==> src/sv/wpid_pkg.sv <==
// Shared types and constants of the windowed PID controller.
// Depends on nothing; wpid_calc and windowed_pid_controller import it.
package wpid_pkg;

    localparam int WINDOW     = 16;
    localparam int HEAD_W     = (WINDOW > 1) ? $clog2(WINDOW) : 1;
    localparam int ERR_W      = 16;
    localparam int GAIN_W     = 16;
    localparam int OUT_W      = 16;
    localparam int SUM_W      = ERR_W + HEAD_W;
    localparam int DIFF_W     = ERR_W + 1;
    localparam int P_W        = GAIN_W + ERR_W;
    localparam int I_W        = GAIN_W + SUM_W;
    localparam int D_W        = GAIN_W + DIFF_W;
    localparam int IX_W       = I_W + 4;
    localparam int TOT_W      = I_W + 2;
    localparam int LIM_SHIFT  = 12;
    localparam int FX_SHIFT   = 20;
    localparam int SAT_W      = FX_SHIFT + 1;
    localparam int ROUND_BITS = 5;
    localparam int TENTH_FX   = 104858;

    localparam int CFG_IDX_W  = 3;
    localparam int CFG_DATA_W = 16;

    localparam logic signed [ERR_W-1:0] MIN_LIMIT_RST = -16'sd2560;
    localparam logic signed [ERR_W-1:0] MAX_LIMIT_RST = 16'sd2560;

    localparam logic REQ_UPDATE = 1'b0;
    localparam logic REQ_FLUSH  = 1'b1;

    typedef enum logic [CFG_IDX_W-1:0] {
        CFG_KP_GAIN   = 3'd0,
        CFG_KI_GAIN   = 3'd1,
        CFG_KD_GAIN   = 3'd2,
        CFG_MIN_LIMIT = 3'd3,
        CFG_MAX_LIMIT = 3'd4
    } cfg_idx_t;

    typedef struct packed {
        logic signed [GAIN_W-1:0] kp;
        logic signed [GAIN_W-1:0] ki;
        logic signed [GAIN_W-1:0] kd;
        logic signed [ERR_W-1:0]  min_limit;
        logic signed [ERR_W-1:0]  max_limit;
    } cfg_t;

    typedef struct packed {
        logic signed [ERR_W-1:0]  err;
        logic signed [SUM_W-1:0]  sum;
        logic signed [DIFF_W-1:0] diff;
    } calc_in_t;

endpackage

==> src/sv/wpid_ram.sv <==
// Generic single-write, single-read synchronous RAM with a registered read port.
// Depends on nothing.
module wpid_ram #(
    parameter int WIDTH = 16,
    parameter int DEPTH = 16
) (
    input  logic                                       clk,
    input  logic                                       wr_en,
    input  logic [((DEPTH > 1) ? $clog2(DEPTH) : 1)-1:0] wr_addr,
    input  logic [WIDTH-1:0]                           wr_data,
    input  logic                                       rd_en,
    input  logic [((DEPTH > 1) ? $clog2(DEPTH) : 1)-1:0] rd_addr,
    output logic [WIDTH-1:0]                           rd_data
);

    logic [WIDTH-1:0] mem_reg [DEPTH];
    logic [WIDTH-1:0] rd_data_reg;

    always_ff @(posedge clk)
    begin
        if (wr_en)
        begin
            mem_reg[wr_addr] <= wr_data;
        end
        if (rd_en)
        begin
            rd_data_reg <= mem_reg[rd_addr];
        end
    end

    assign rd_data = rd_data_reg;

endmodule

==> src/sv/wpid_calc.sv <==
// Arithmetic pipeline of the windowed PID controller: gain products, integral bound,
// sum, saturation and rounding, with a valid/ready handshake on both sides.
// Depends on wpid_pkg.
module wpid_calc (
    input  logic                  clk,
    input  logic                  rst_n,
    input  wpid_pkg::cfg_t        cfg,
    input  logic                  in_valid,
    output logic                  in_ready,
    input  wpid_pkg::calc_in_t    in_data,
    output logic                  out_valid,
    input  logic                  out_ready,
    output logic [wpid_pkg::OUT_W-1:0] drive
);
    import wpid_pkg::*;

    localparam logic signed [I_W-1:0]   TENTH_POS = I_W'(TENTH_FX);
    localparam logic signed [I_W-1:0]   TENTH_NEG = -I_W'(TENTH_FX);
    localparam logic signed [TOT_W-1:0] ONE_FX    = TOT_W'(1 << FX_SHIFT);
    localparam logic [SAT_W:0]          RND_HALF  = (SAT_W + 1)'(1 << (ROUND_BITS - 1));

    logic s2_valid_reg, s3_valid_reg, s4_valid_reg, s5_valid_reg, out_valid_reg;
    logic s2_valid_next, s3_valid_next, s4_valid_next, s5_valid_next, out_valid_next;
    logic go_out, s5_open, s4_open, s3_open, s2_open;

    calc_in_t                 s2_reg;
    logic signed [P_W-1:0]    s3_p_reg, s4_p_reg;
    logic signed [I_W-1:0]    s3_i_reg, s4_i_reg;
    logic signed [D_W-1:0]    s3_d_reg, s4_d_reg;
    logic signed [TOT_W-1:0]  s5_total_reg;
    logic [OUT_W-1:0]         drive_reg;

    logic signed [P_W-1:0]    p_prod;
    logic signed [I_W-1:0]    i_prod;
    logic signed [D_W-1:0]    d_prod;
    logic signed [IX_W-1:0]   i_ext, i_x10, hi_lim, lo_lim;
    logic signed [I_W-1:0]    i_bounded;
    logic signed [TOT_W-1:0]  total_sum;
    logic [SAT_W-1:0]         sat_val;
    logic [SAT_W:0]           rounded;

    assign go_out   = !out_valid_reg || out_ready;
    assign s5_open  = !s5_valid_reg || go_out;
    assign s4_open  = !s4_valid_reg || s5_open;
    assign s3_open  = !s3_valid_reg || s4_open;
    assign s2_open  = !s2_valid_reg || s3_open;
    assign in_ready = s2_open;

    assign s2_valid_next  = s2_open ? in_valid : s2_valid_reg;
    assign s3_valid_next  = s3_open ? s2_valid_reg : s3_valid_reg;
    assign s4_valid_next  = s4_open ? s3_valid_reg : s4_valid_reg;
    assign s5_valid_next  = s5_open ? s4_valid_reg : s5_valid_reg;
    assign out_valid_next = go_out ? s5_valid_reg : out_valid_reg;

    assign p_prod = cfg.kp * s2_reg.err;
    assign i_prod = cfg.ki * s2_reg.sum;
    assign d_prod = cfg.kd * s2_reg.diff;

    always_comb
    begin
        i_ext  = IX_W'(s3_i_reg);
        i_x10  = (i_ext <<< 3) + (i_ext <<< 1);
        hi_lim = IX_W'($signed({cfg.max_limit, {LIM_SHIFT{1'b0}}}));
        lo_lim = IX_W'($signed({cfg.min_limit, {LIM_SHIFT{1'b0}}}));
        if (i_x10 > hi_lim)
        begin
            i_bounded = TENTH_POS;
        end
        else if (i_x10 < lo_lim)
        begin
            i_bounded = TENTH_NEG;
        end
        else
        begin
            i_bounded = s3_i_reg;
        end
    end

    assign total_sum = TOT_W'(s4_p_reg) + TOT_W'(s4_i_reg) + TOT_W'(s4_d_reg);

    always_comb
    begin
        if (s5_total_reg > ONE_FX)
        begin
            sat_val = SAT_W'(ONE_FX);
        end
        else if (s5_total_reg < 0)
        begin
            sat_val = '0;
        end
        else
        begin
            sat_val = SAT_W'(s5_total_reg);
        end
        rounded = (SAT_W + 1)'(sat_val) + RND_HALF;
    end

    always_ff @(posedge clk or negedge rst_n)
    begin
        if (!rst_n)
        begin
            s2_valid_reg  <= 1'b0;
            s3_valid_reg  <= 1'b0;
            s4_valid_reg  <= 1'b0;
            s5_valid_reg  <= 1'b0;
            out_valid_reg <= 1'b0;
        end
        else
        begin
            s2_valid_reg  <= s2_valid_next;
            s3_valid_reg  <= s3_valid_next;
            s4_valid_reg  <= s4_valid_next;
            s5_valid_reg  <= s5_valid_next;
            out_valid_reg <= out_valid_next;
        end
    end

    always_ff @(posedge clk)
    begin
        if (s2_open)
        begin
            s2_reg <= in_data;
        end
        if (s3_open)
        begin
            s3_p_reg <= p_prod;
            s3_i_reg <= i_prod;
            s3_d_reg <= d_prod;
        end
        if (s4_open)
        begin
            s4_p_reg <= s3_p_reg;
            s4_i_reg <= i_bounded;
            s4_d_reg <= s3_d_reg;
        end
        if (s5_open)
        begin
            s5_total_reg <= total_sum;
        end
        if (go_out)
        begin
            drive_reg <= OUT_W'(rounded >> ROUND_BITS);
        end
    end

    assign out_valid = out_valid_reg;
    assign drive     = drive_reg;

endmodule

==> src/sv/windowed_pid_controller.sv <==
// Top level of the windowed PID controller: configuration registers, error window
// in RAM with running sum, and the arithmetic pipeline. Depends on wpid_pkg,
// wpid_ram and wpid_calc.
//
// The block takes one item per clock cycle while in_ready is high. An update
// transfer reads the oldest window sample from the RAM's registered read port;
// the running sum and previous error are updated when that sample leaves the
// read stage, and the result passes through three multipliers, the integral
// bound, the final add and the saturating round to the output. A flush clears
// the window through per-entry valid bits and gives no result. The user must
// write configuration only while no update is in flight; this is not enforced.
module windowed_pid_controller (
    input  logic                              clk,
    input  logic                              rst_n,
    input  logic                              cfg_we,
    input  logic [wpid_pkg::CFG_IDX_W-1:0]    cfg_index,
    input  logic [wpid_pkg::CFG_DATA_W-1:0]   cfg_data,
    input  logic                              in_valid,
    output logic                              in_ready,
    input  logic                              req_type,
    input  logic signed [wpid_pkg::ERR_W-1:0] error_in,
    output logic                              out_valid,
    input  logic                              out_ready,
    output logic [wpid_pkg::OUT_W-1:0]        drive_out
);
    import wpid_pkg::*;

    cfg_t                    cfg_reg, cfg_next;
    logic [HEAD_W-1:0]       head_reg, head_next;
    logic [WINDOW-1:0]       live_reg, live_next;
    logic signed [SUM_W-1:0] sum_reg, sum_next;
    logic signed [ERR_W-1:0] prev_reg, prev_next;
    logic                    s1_valid_reg, s1_valid_next;

    logic [HEAD_W-1:0]       s1_addr_reg;
    logic signed [ERR_W-1:0] s1_err_reg;
    logic                    s1_live_reg;
    logic                    s1_fwd_reg;
    logic signed [ERR_W-1:0] s1_fwd_err_reg;

    logic                    accept, upd_accept, flush_accept;
    logic                    s1_open, s1_fire, calc_ready;
    logic [ERR_W-1:0]        ram_rdata;
    logic signed [ERR_W-1:0] old_err;
    logic signed [SUM_W-1:0] new_sum;
    logic signed [DIFF_W-1:0] diff;
    calc_in_t                calc_in;

    assign s1_fire      = s1_valid_reg && calc_ready;
    assign s1_open      = !s1_valid_reg || calc_ready;
    assign in_ready     = s1_open;
    assign accept       = in_valid && in_ready;
    assign upd_accept   = accept && (req_type == REQ_UPDATE);
    assign flush_accept = accept && (req_type == REQ_FLUSH);

    wpid_ram #(
        .WIDTH (ERR_W),
        .DEPTH (WINDOW)
    ) u_window (
        .clk     (clk),
        .wr_en   (s1_fire),
        .wr_addr (s1_addr_reg),
        .wr_data (s1_err_reg),
        .rd_en   (upd_accept),
        .rd_addr (head_reg),
        .rd_data (ram_rdata)
    );

    always_comb
    begin
        if (s1_fwd_reg)
        begin
            old_err = s1_fwd_err_reg;
        end
        else if (s1_live_reg)
        begin
            old_err = $signed(ram_rdata);
        end
        else
        begin
            old_err = '0;
        end
        new_sum = sum_reg - SUM_W'(old_err) + SUM_W'(s1_err_reg);
        diff    = DIFF_W'(s1_err_reg) - DIFF_W'(prev_reg);
        calc_in.err  = s1_err_reg;
        calc_in.sum  = new_sum;
        calc_in.diff = diff;
    end

    always_comb
    begin
        cfg_next = cfg_reg;
        if (cfg_we)
        begin
            case (cfg_index)
                CFG_KP_GAIN:   cfg_next.kp        = $signed(cfg_data);
                CFG_KI_GAIN:   cfg_next.ki        = $signed(cfg_data);
                CFG_KD_GAIN:   cfg_next.kd        = $signed(cfg_data);
                CFG_MIN_LIMIT: cfg_next.min_limit = $signed(cfg_data);
                CFG_MAX_LIMIT: cfg_next.max_limit = $signed(cfg_data);
                default:       cfg_next = cfg_reg;
            endcase
        end
    end

    always_comb
    begin
        head_next     = head_reg;
        live_next     = live_reg;
        sum_next      = sum_reg;
        prev_next     = prev_reg;
        s1_valid_next = s1_open ? upd_accept : s1_valid_reg;
        if (s1_fire)
        begin
            live_next[s1_addr_reg] = 1'b1;
            sum_next               = new_sum;
            prev_next              = s1_err_reg;
        end
        if (upd_accept)
        begin
            if (head_reg == HEAD_W'(WINDOW - 1))
            begin
                head_next = '0;
            end
            else
            begin
                head_next = head_reg + HEAD_W'(1);
            end
        end
        if (flush_accept)
        begin
            head_next = '0;
            live_next = '0;
            sum_next  = '0;
            prev_next = '0;
        end
    end

    always_ff @(posedge clk or negedge rst_n)
    begin
        if (!rst_n)
        begin
            cfg_reg.kp        <= '0;
            cfg_reg.ki        <= '0;
            cfg_reg.kd        <= '0;
            cfg_reg.min_limit <= MIN_LIMIT_RST;
            cfg_reg.max_limit <= MAX_LIMIT_RST;
            head_reg          <= '0;
            live_reg          <= '0;
            sum_reg           <= '0;
            prev_reg          <= '0;
            s1_valid_reg      <= 1'b0;
        end
        else
        begin
            cfg_reg      <= cfg_next;
            head_reg     <= head_next;
            live_reg     <= live_next;
            sum_reg      <= sum_next;
            prev_reg     <= prev_next;
            s1_valid_reg <= s1_valid_next;
        end
    end

    always_ff @(posedge clk)
    begin
        if (upd_accept)
        begin
            s1_addr_reg    <= head_reg;
            s1_err_reg     <= error_in;
            s1_live_reg    <= live_reg[head_reg];
            s1_fwd_reg     <= s1_fire && (s1_addr_reg == head_reg);
            s1_fwd_err_reg <= s1_err_reg;
        end
    end

    wpid_calc u_calc (
        .clk       (clk),
        .rst_n     (rst_n),
        .cfg       (cfg_reg),
        .in_valid  (s1_valid_reg),
        .in_ready  (calc_ready),
        .in_data   (calc_in),
        .out_valid (out_valid),
        .out_ready (out_ready),
        .drive     (drive_out)
    );

endmodule
==> config.mk <==
export PLATFORM = sky130hd
export DESIGN_NAME = windowed_pid_controller
export DESIGN_NICKNAME = d
export VERILOG_FILES = /design/src/sv/wpid_pkg.sv /design/src/sv/wpid_ram.sv /design/src/sv/wpid_calc.sv /design/src/sv/windowed_pid_controller.sv
export SDC_FILE = /design/constraint.sdc
export NUM_CORES = 2
export LEC_CHECK = 0
export BUFFER_PORTS_ARGS = -buffer_cell sky130_fd_sc_hd__buf_2
export CAP_MARGIN = 20
export CORE_MARGIN = 2
export CORE_UTILIZATION = 35
export CTS_CLUSTER_DIAMETER = 200
export DETAILED_ROUTE_END_ITERATION = 8
export SETUP_SLACK_MARGIN = 0.3
export SLEW_MARGIN = 20
export SYNTH_ARGS = -nofsm -noshare
export SYNTH_HDL_FRONTEND = slang
export SYNTH_HIERARCHICAL = 1
export SYNTH_SLANG_ARGS = --single-unit
==> constraint.sdc <==
create_clock -name clk -period 8.55 [get_ports clk]
set_clock_uncertainty 0.05 [all_clocks]
set_input_delay 1.2825 -clock clk [delete_from_list [all_inputs] [get_ports clk]]
set_output_delay 1.2825 -clock clk [all_outputs]
set_load 0.05 [all_outputs]
==> impl_metrics.ini <==
[outcome]
status = finished clean

[setup_path]
cp.required_ns = 8.91
worstSetupPathType = reg -> reg
r2r_end = u_calc/s3_i_reg[34]$_DFFE_PP_
end_kind = register
rrSetupSlack_ns = 1.27
critPathBufInv = 3
cp-start-kind = register
crit_chain = clkinv_1, nor2_1, fa_1, fa_1, fa_1, fa_1, fa_1, inv_1, fa_1, inv_1, ha_1, a21o_1, a21o_1, a2111oi_0, o311ai_0, o21ai_1, a31oi_1, a21o_1, a21oi_1, xnor2_1
slowest_stage = a2111oi_0
critPathTopFamily = adder cells
critPathMostFrequentCell = fa_1
path_max_fanout = 17
slowest_delay_ns = 0.67
critical_path_arrival_ns = 7.65
ff2ff_path_depth = 20
r2r_start = cfg_reg[63]$_DFFE_PN0P_

[clock_tree]
clk_path_buf_depth = 3
cts_hold_buffers = 0
tritoncts = built
numCtsBuffers = 86
cts_root_buffer = clkbuf_16
cts_resized = 0
postCtsSetupBuffers = 0
cts_sinks = 761
clkLatencyLatePin_ns = 0.76
htreeDepth = 3
clk_pin_slew_ns = 0.06

[finish]
syn_to_final_growth_pct = 9.08
drive_above_1_share = 0.0744
largest_reg_flops = 256
layoutNonFillerInstCount = 8505
utilization = 0.384
fin_area_mm2 = 0.0731
nets = 7294

[logic_synthesis]
synth_cell_types = 94
synth_top_flop_cell = edfxtp_1
avgSynthCellArea_um2 = 11.3
syn_inst = 5912
synth_edf_count = 619
synth_fa_ha_area_frac = 0.352
syn_area_mm2 = 0.0670
synth_xor_area_frac = 0.0278
yosys.area_share.simple = 0.110
yosysWarnings = 6
synth_largest_area_cell = edfxtp_1
synth-compound-area-share = 0.0702
synth_top_family_by_area = adder cells
ys_async_sr_fraction = 0.187
seq_area_frac_synth = 0.331
ys_ff_latch = 761
ys_top_cells_by_area = edfxtp_1 28%, fa_1 27%, ha_1 7.8%
syn_nets = 7287
synth_top_area_share = 0.278
muxShareOfSynthArea = 0.0377

[drt]
drt-pass1-iter-count = 7
ant_nets = 0
viasPerCell = 4.96
avgRoutedWirePerCell_um = 19.7
drt_iter0_drc = 2853
vias = 42166
routed_wl_um = 167000
drc = 0

[die]
die_h_um = 441
die_x_um = 441
rows = 160
core_mm2 = 0.190
initial_core_util = 0.352
dieArea_mm2 = 0.195
io_pins = 59

[placement]
gp_congestion = 0.884
place_inst = 8341
place_area_mm2 = 0.0701
portBuffers = 58
dpl.hpwl_um = 128000

[hold_path]
worstHoldPathCells = 0
min_from = u_calc/s3_d_reg[15]$_DFFE_PP_
hold_path_class = reg -> reg
holdPathEnd = u_calc/s4_d_reg[15]$_DFFE_PP_

[timing]
rsz0062_at_grt = false
finalHoldViolCount = 0
tightestPinTransition_ns = 1.08
slew_headroom = 0.278
drv_slew = 0
finalCritPeriodShare = 0.852
max_freq_mhz = 137
min_period_ns = 7.28
setup_viol = 0
tns_ns = 0

[global_routing]
grt_pass1_wl_um = 264000
grt_overflow = 0
grt_max_degree = 79
grt_pass1_vias = 45183
track_usage = 0.176
grt_antenna_before_repair = 7

[run]
maxCapViolations = 0
cell families (layout without fill, tap and decap cells):
group	count (synthesis)	after routing
AOI/OAI and AO/OA	703	703
xor gates and xnor gates	212	212
adders and majority gates	1334	1334
buffers and inverters	1260	1341
DFF	761	761
muxes	152	152
other	0	1
and+or+nand+nor	1490	1490
stage by stage:
step / hold slack (ns) / worst slack (ns)
after floorplan: 0.350 / 0.399
after global placement: 0.352 / 1.42
after detailed placement: 0.355 / 1.38
after CTS: 0.368 / 1.29
after global routing: 0.372 / 0.984
final: 0.366 / 1.27
worst reg2reg max path: stages, from the launching register on:
cell and delay [ns]:
dfrtp_1 0.44, clkinv_1 0.60, nor2_1 0.35, fa_1 0.47, fa_1 0.46, fa_1 0.53
fa_1 0.44, fa_1 0.51, inv_1 0.07, fa_1 0.48, inv_1 0.04, ha_1 0.32
a21o_1 0.18, a21o_1 0.17, a2111oi_0 0.67, o311ai_0 0.35, o21ai_1 0.26, a31oi_1 0.15
a21o_1 0.20, a21oi_1 0.17, xnor2_1 0.09
cell usage in the layout (no fill, tap or decap), types with 10 or more instances in the layout:
cell type	netlist	layout
or3_1	12	12
a22o_1	13	13
clkbuf_1	155	15
o211ai_1	14	14
inv_1	1070	1070
a22oi_1	47	47
nand2b_1	45	45
o21ai_0	116	116
ha_1	420	420
fa_1	914	914
mux4_2	59	59
nor2b_1	34	34
mux4_1	10	10
clkinv_1	1	10
clkbuf_16	0	86
dfrtp_1	134	132
nand4_1	23	23
nand3_1	49	48
a2bb2oi_1	28	28
o21bai_1	21	21
mux2_2	81	81
a21oi_1	194	194
nand2_1	569	568
a21o_1	87	87
clkinvlp_4	0	13
a31oi_1	18	18
and3_1	22	22
nor2_1	214	206
buf_4	9	49
o21a_1	33	33
edfxtp_1	619	619
a211oi_1	23	23
xnor2_1	157	157
buf_2	9	57
nor3_1	39	34
xor2_1	54	54
nor4_1	17	17
and2_1	419	419
cell usage after synthesis, types with 59 or more instances:
master / number
inv_1: 1070
ha_1: 420
xnor2_1: 157
a21oi_1: 194
fa_1: 914
mux4_2: 59
mux2_2: 81
nand2_1: 569
edfxtp_1: 619
dfrtp_1: 134
o21ai_0: 116
and2_1: 419
a21o_1: 87
clkbuf_1: 155
nor2_1: 214
how the worst max path moves through the flow:
| stage | cells after the start | startpoint | to |
|---|---|---|---|
| after floorplan | 10 | out_ready | u_window/mem_reg[0][0]$_DFFE_PP_ |
| after global placement | 21 | u_calc/s2_reg[29]$_DFFE_PP_ | u_calc/s3_i_reg[34]$_DFFE_PP_ |
| after detailed placement | 20 | cfg_reg[63]$_DFFE_PN0P_ | u_calc/s3_i_reg[34]$_DFFE_PP_ |
| after CTS | 20 | cfg_reg[63]$_DFFE_PN0P_ | u_calc/s3_i_reg[34]$_DFFE_PP_ |
| after global routing | 20 | cfg_reg[63]$_DFFE_PN0P_ | u_calc/s3_i_reg[35]$_DFFE_PP_ |
| final | 20 | cfg_reg[63]$_DFFE_PN0P_ | u_calc/s3_i_reg[34]$_DFFE_PP_ |
cell type report:
| type | count | area, um2 |
|---|---|---|
| diodes | 1 | 2.50 |
| clock buffers | 107 | 2290 |
| clock inverters | 55 | 648 |
| fillers | 18271 | 117000 |
| inverters | 1071 | 4020 |
| multi-input cells | 3891 | 40100 |
| flip-flops and latches | 761 | 22200 |
| well taps | 2511 | 3140 |
| repair buffers | 108 | 679 |
metal layers:
layer / part of all wire / up-vias / GRT usage
li1: - / 19317 / -
met1: 0.44 / 21635 / 0.235
met2: 0.48 / 986 / 0.295
met3: 0.046 / 228 / 0.0248
met4: 0.036 / 0 / 0.0604
met5: 0 / - / 0
Power is left out: the tool's default activity adds up to more than one toggle a clock period on the data nets, which glitch-free logic cannot reach.
